--- src/hdl/particle_pool_euler_step_assert.svh ---
// ----------------------------------------------------------------------------
// particle_pool_euler_step_assert
// Assertion macros used by the particle pool RTL.
// ----------------------------------------------------------------------------
`ifndef PARTICLE_POOL_EULER_STEP_ASSERT_SVH
`define PARTICLE_POOL_EULER_STEP_ASSERT_SVH

// Same-cycle implication, checked on every clk edge outside reset.
`define PPES_ASSERT_NOW(label, ante, cons) \
  label: assert property (@(posedge clk) disable iff (rst) (ante) |-> (cons)) \
    else $error("assertion failed");

// Next-cycle implication.
`define PPES_ASSERT_NEXT(label, ante, cons) \
  label: assert property (@(posedge clk) disable iff (rst) (ante) |=> (cons)) \
    else $error("assertion failed");

`endif

--- src/hdl/ppes_pkg.sv ---
// ----------------------------------------------------------------------------
// ppes_pkg
// Types and constants for the particle pool Euler step block.
// ----------------------------------------------------------------------------
`timescale 1ns / 1ps

package ppes_pkg;

  localparam int MAX_PARTICLES = 4096;
  localparam int ADDR_W        = $clog2(MAX_PARTICLES);
  localparam int CNT_W         = $clog2(MAX_PARTICLES + 1);

  localparam logic [15:0] TIME_STEP_RESET = 16'd1092;
  localparam logic [9:0]  GRAVITY         = 10'd980;
  localparam logic signed [31:0] SPAWN_SPEED = 32'sd7864320; // 120.0 Q16.16
  localparam logic signed [31:0] LIFE_ONE    = 32'sd65536;   // 1.0 Q16.16

  localparam logic ACT_SPAWN = 1'b0;
  localparam logic ACT_STEP  = 1'b1;

  typedef enum logic {ALU_ADD, ALU_MUL} alu_op_t;

  typedef struct packed {
    logic    en;
    alu_op_t op;
  } alu_ctrl_t;

  typedef struct packed {
    logic               action;
    logic signed [31:0] spawn_x;
    logic signed [31:0] spawn_y;
    logic signed [31:0] spawn_z;
  } in_beat_t;

  typedef struct packed {
    logic [12:0] alive_count;
    logic        spawn_dropped;
  } out_beat_t;

  typedef struct packed {
    logic signed [31:0] x;
    logic signed [31:0] y;
    logic signed [31:0] z;
    logic signed [31:0] vz;
    logic signed [31:0] life;
  } particle_t;

endpackage

--- src/hdl/ppes_alu.sv ---
// ----------------------------------------------------------------------------
// ppes_alu
// Shared Q16.16 unit: saturating add, or multiply by the step with floor.
// ----------------------------------------------------------------------------
`timescale 1ns / 1ps

module ppes_alu (
  input  logic               clk,
  input  ppes_pkg::alu_ctrl_t ctrl,
  input  logic signed [31:0] a,
  input  logic signed [32:0] b,
  input  logic [15:0]        dt,
  output logic signed [31:0] res
);
  import ppes_pkg::*;

  logic signed [33:0] sum;
  logic signed [48:0] prod;
  logic signed [31:0] sat_sum;

  assign sum  = {{2{a[31]}}, a} + {b[32], b};
  assign prod = a * $signed({1'b0, dt});

  always_comb begin
    if (sum > 34'sh07FFFFFFF) begin
      sat_sum = 32'sh7FFFFFFF;
    end else if (sum < -34'sh080000000) begin
      sat_sum = 32'sh80000000;
    end else begin
      sat_sum = sum[31:0];
    end
  end

  // arithmetic shift of the product is floor; result always fits 32 bits
  always_ff @(posedge clk) begin
    if (ctrl.en) begin
      case (ctrl.op)
        ALU_ADD: res <= sat_sum;
        ALU_MUL: res <= prod[47:16];
        default: res <= sat_sum;
      endcase
    end
  end

endmodule

--- config.mk ---
export PLATFORM = sky130hd
export DESIGN_NAME = ppes_alu
export DESIGN_NICKNAME = d
export VERILOG_FILES = /design/src/hdl/particle_pool_euler_step_assert.svh /design/src/hdl/ppes_pkg.sv /design/src/hdl/ppes_alu.sv
export SDC_FILE = /design/constraint.sdc
export NUM_CORES = 1
export LEC_CHECK = 0
export ABC_CLOCK_PERIOD_IN_PS = 12080
export BUFFER_PORTS_ARGS = -buffer_cell sky130_fd_sc_hd__buf_2
export CAP_MARGIN = 20
export CORE_ASPECT_RATIO = 1.5
export CORE_MARGIN = 2
export CORE_UTILIZATION = 35
export DETAILED_ROUTE_END_ITERATION = 7
export PLACE_DENSITY = 0.55
export SETUP_SLACK_MARGIN = 0.5
export SLEW_MARGIN = 20
export SYNTH_ARGS = -nofsm -noshare
export SYNTH_HDL_FRONTEND = slang
export SYNTH_SLANG_ARGS = --single-unit
export TNS_END_PERCENT = 100
--- constraint.sdc ---
create_clock -name clk -period 12.08 [get_ports clk]
set_input_delay 0.604 -clock clk [delete_from_list [all_inputs] [get_ports clk]]
set_output_delay 0.604 -clock clk [all_outputs]
set_load 0.05 [all_outputs]
==> flow_summary_export.csv <==
group,metric,value,unit
outcome,outcome,"completed",
clocking,cts_buffer_depth,2,
placed_design,placed_area,0.0219,mm2
clocking,cts_resized,0,
logic_synthesis,synth_edf_count,32,
floorplan,die_y,302,um
logic_synthesis,synth_warnings,0,
worst_setup_path,cp_max_fo,32,
layout,seqCellArea,961,um2
routing,drt-initial-drc-count,652,
logic_synthesis,synth_compound_area_share,8.61,%
global_routing,grt-ovfl-total,0,
worst_setup_path,crit_type,"in -> reg",
logic_synthesis,ys_ff_latch,32,
logic_synthesis,synth_top_area_share,46.7,%
clocking,clk_pin_slew,60,ps
clocking,cts_tree,"yes",
layout,final.fill_count,6071,
sta,slew_viol_final,0,
logic_synthesis,synth-simple-area-share,16.0,%
floorplan,dieWidth,203,um
floorplan,start_util,35.2,%
routing,first_pass_iters,5,
min_path,min_from,"b[0]",
clocking,postCtsHoldBufs,0,
placed_design,place_hpwl,49.0,mm
worst_setup_path,slowest_stage,"buf_2",
flow_run,maxCapViolations,0,
floorplan,io-pin-count,116,
clocking,numCtsBuffers,5,
global_routing,grt_pass1_wl,99.9,mm
global_routing,antenna_found_initial,2,
global_routing,grt_max_degree,37,
floorplan,coreArea,0.0588,mm2
routing,drcViolationCount,0,
sta,worst_pin_slew,932,ps
clocking,post_cts_buffers,0,
sta,relSlewSlack,37.7,%
min_path,holdPathEnd,"res[0]$_DFFE_PP_",
routing,ant_nets,0,
worst_setup_path,cpMostUsedCell,"fa_1",
min_path,hold_path.class,"in -> reg",
layout,fin_nets,3085,
global_routing,grt_pass1_vias,18200,
routing,wire_per_inst,19.9,um
sta,rsz0062_at_grt,"false",
min_path,min_path_cells,4,
layout,top_register,"res",
worst_setup_path,crit_arrival,7310,ps
worst_setup_path,startpoint_type,"input pin",
worst_setup_path,critPathMaxStageDelay,640,ps
sta,finalHoldViolCount,0,
layout,largest_register_ffs,32,
layout,areaGrowthSynthToFinish,6.53,%
clocking,clock_sinks,32,
logic_synthesis,synth_common_cells,"580 x inv_1, 483 x fa_1, 330 x nand2_1",
global_routing,grt_util_all_layers,21.3,%
logic_synthesis,synthTopCellsByArea,"fa_1 47%, inv_1 11%, ha_1 8.8%",
sta,setup_violations,0,
worst_setup_path,end_kind,"flop",
logic_synthesis,synth_most_common_cell,"inv_1",
worst_setup_path,worstPathBufferInverterCount,2,
routing,vias_per_cell,5.10,
layout,reg_top3,"res x32",
sta,max_clock_freq,137,MHz
layout,drive_above_1_share,6.15,%
logic_synthesis,seq_area_frac_synth,4.64,%
logic_synthesis,synthMuxAreaShare,0.254,%
routing,routed_wl,62.7,mm
sta,min_period_over_period,60.6,%
logic_synthesis,syn_nets,3059,
worst_setup_path,path_cells,"buf_2, nand2_1, fa_1, fa_1, fa_1, inv_1, fa_1, fa_1, fa_1, ha_1, a21oi_1, o21ai_0, a311oi_1, a21bo_2, a21oi_1, o311ai_0, a21oi_1, xor2_1, a22oi_1",
logic_synthesis,async_flop_share,0,%
logic_synthesis,synth_top_family_by_area,"adder cells",
logic_synthesis,ys_types,66,
logic_synthesis,synthCells,2347,
floorplan,dieArea,0.0612,mm2
routing,num_vias,16100,
layout,final_area,0.0221,mm2
floorplan,row_count,109,
worst_setup_path,worst_ep_required_time,12080,ps
logic_synthesis,synth.avg_cell_area,8.83,um2
logic_synthesis,syn_area,0.0207,mm2
clocking,cts-htree-levels,2,
layout,multi_input_area,0.0172,mm2
logic_synthesis,synth-xor-area-share,2.66,%
worst_setup_path,critical_path.top_delay_family,"adder cells",
clocking,clockRootBuffer,"clkbuf_16",
placed_design,port_buffers,115,
logic_synthesis,synth_fa_ha_area_share,55.4,%
placed_design,place_congestion,0.920,
logic_synthesis,synth_top_cell_by_area,"fa_1",
sta,setup-tns-final,0,ps
logic_synthesis,synth_top_flop_cell,"edfxtp_1",
layout,antenna_cells,0,
sta,fin_crit,7320,ps
## final cells by class
cell class	instances	share of cell area [%]
Clock buffer	6	0.584
Clock inverter	2	0.0510
Sequential cell	32	4.35
Multi-Input combinational cell	1633	77.9
Tap cell	777	4.40
Timing Repair Buffer	121	2.81
Inverter	580	9.86
## cells by family after synthesis
logic type | count (synthesis)
buffers and inverters | 682
and+or+nand+nor | 670
adders and majority gates | 628
AOI/OAI and AO/OA | 267
xor gates and xnor gates | 63
DFF | 32
muxes | 5
## how the worst max path moves through the flow
stage,end,startpoint,slack [ps],depth (start not counted)
detailed placement,res[29]$_DFFE_PP_,dt[3],4490,21
global route,res[29]$_DFFE_PP_,dt[2],4400,23
floorplan,res[9]$_DFFE_PP_,dt[2],5600,22
CTS,res[29]$_DFFE_PP_,dt[3],4790,21
global placement,res[29]$_DFFE_PP_,dt[3],4660,22
finish,res[29]$_DFFE_PP_,dt[3],4760,19
## placed cells by master (no fill, tap or decap), drive strengths merged, types with 5 or more instances in the layout
| cell | netlist | layout |
|---|---|---|
| inv | 580 | 580 |
| nand4 | 10 | 10 |
| a2111oi | 5 | 5 |
| fa | 483 | 483 |
| a211o | 5 | 5 |
| o21bai | 8 | 8 |
| o211ai | 5 | 5 |
| clkbuf | 96 | 6 |
| a21oi | 71 | 71 |
| a21o | 32 | 32 |
| nand2 | 330 | 330 |
| nor3 | 12 | 12 |
| nor2b | 12 | 12 |
| and2 | 232 | 232 |
| nand3 | 14 | 14 |
| o31ai | 6 | 6 |
| and3 | 17 | 17 |
| a31oi | 10 | 10 |
| nor2 | 25 | 25 |
| edfxtp | 32 | 32 |
| a22oi | 27 | 27 |
| xnor2 | 47 | 47 |
| ha | 145 | 145 |
| xor2 | 16 | 16 |
| buf | 6 | 121 |
| o21ai | 57 | 57 |
## through the flow
| stage | instances | setup WS, ps | hold WS [ps] | utilization (%) |
|---|---|---|---|---|
| finish | 3151 | 4760 | 849 | 37.5 |
| global route | 3151 | 4400 | 887 | 37.5 |
| CTS | 3151 | 4790 | 845 | 37.5 |
| detailed placement | 3143 | 4490 | 1130 | 37.3 |
| global placement | 3143 | 4660 | 1110 | 37.3 |
| floorplan | 2347 | 5600 | 716 | - |
## tightest hold or removal path, delay by kind of cell
| kind | cells | cell delay, ps |
|---|---|---|
| AOI/OAI and AO/OA | 2 | 230 |
| adders and majority gates | 1 | 110 |
| buffers and inverters | 1 | 80 |
## metal layers
layer	vias to the layer above	global-route usage [%]	routed length, um
met2	394	42.2	35200
met3	127	1.23	1870
li1	7097	-	-
met1	8450	23.3	22600
met4	0	8.69	2970
met5	-	0	0
Power is not shown: default switching activity piles up to over one toggle a cycle in this logic, so the estimate is an artifact.
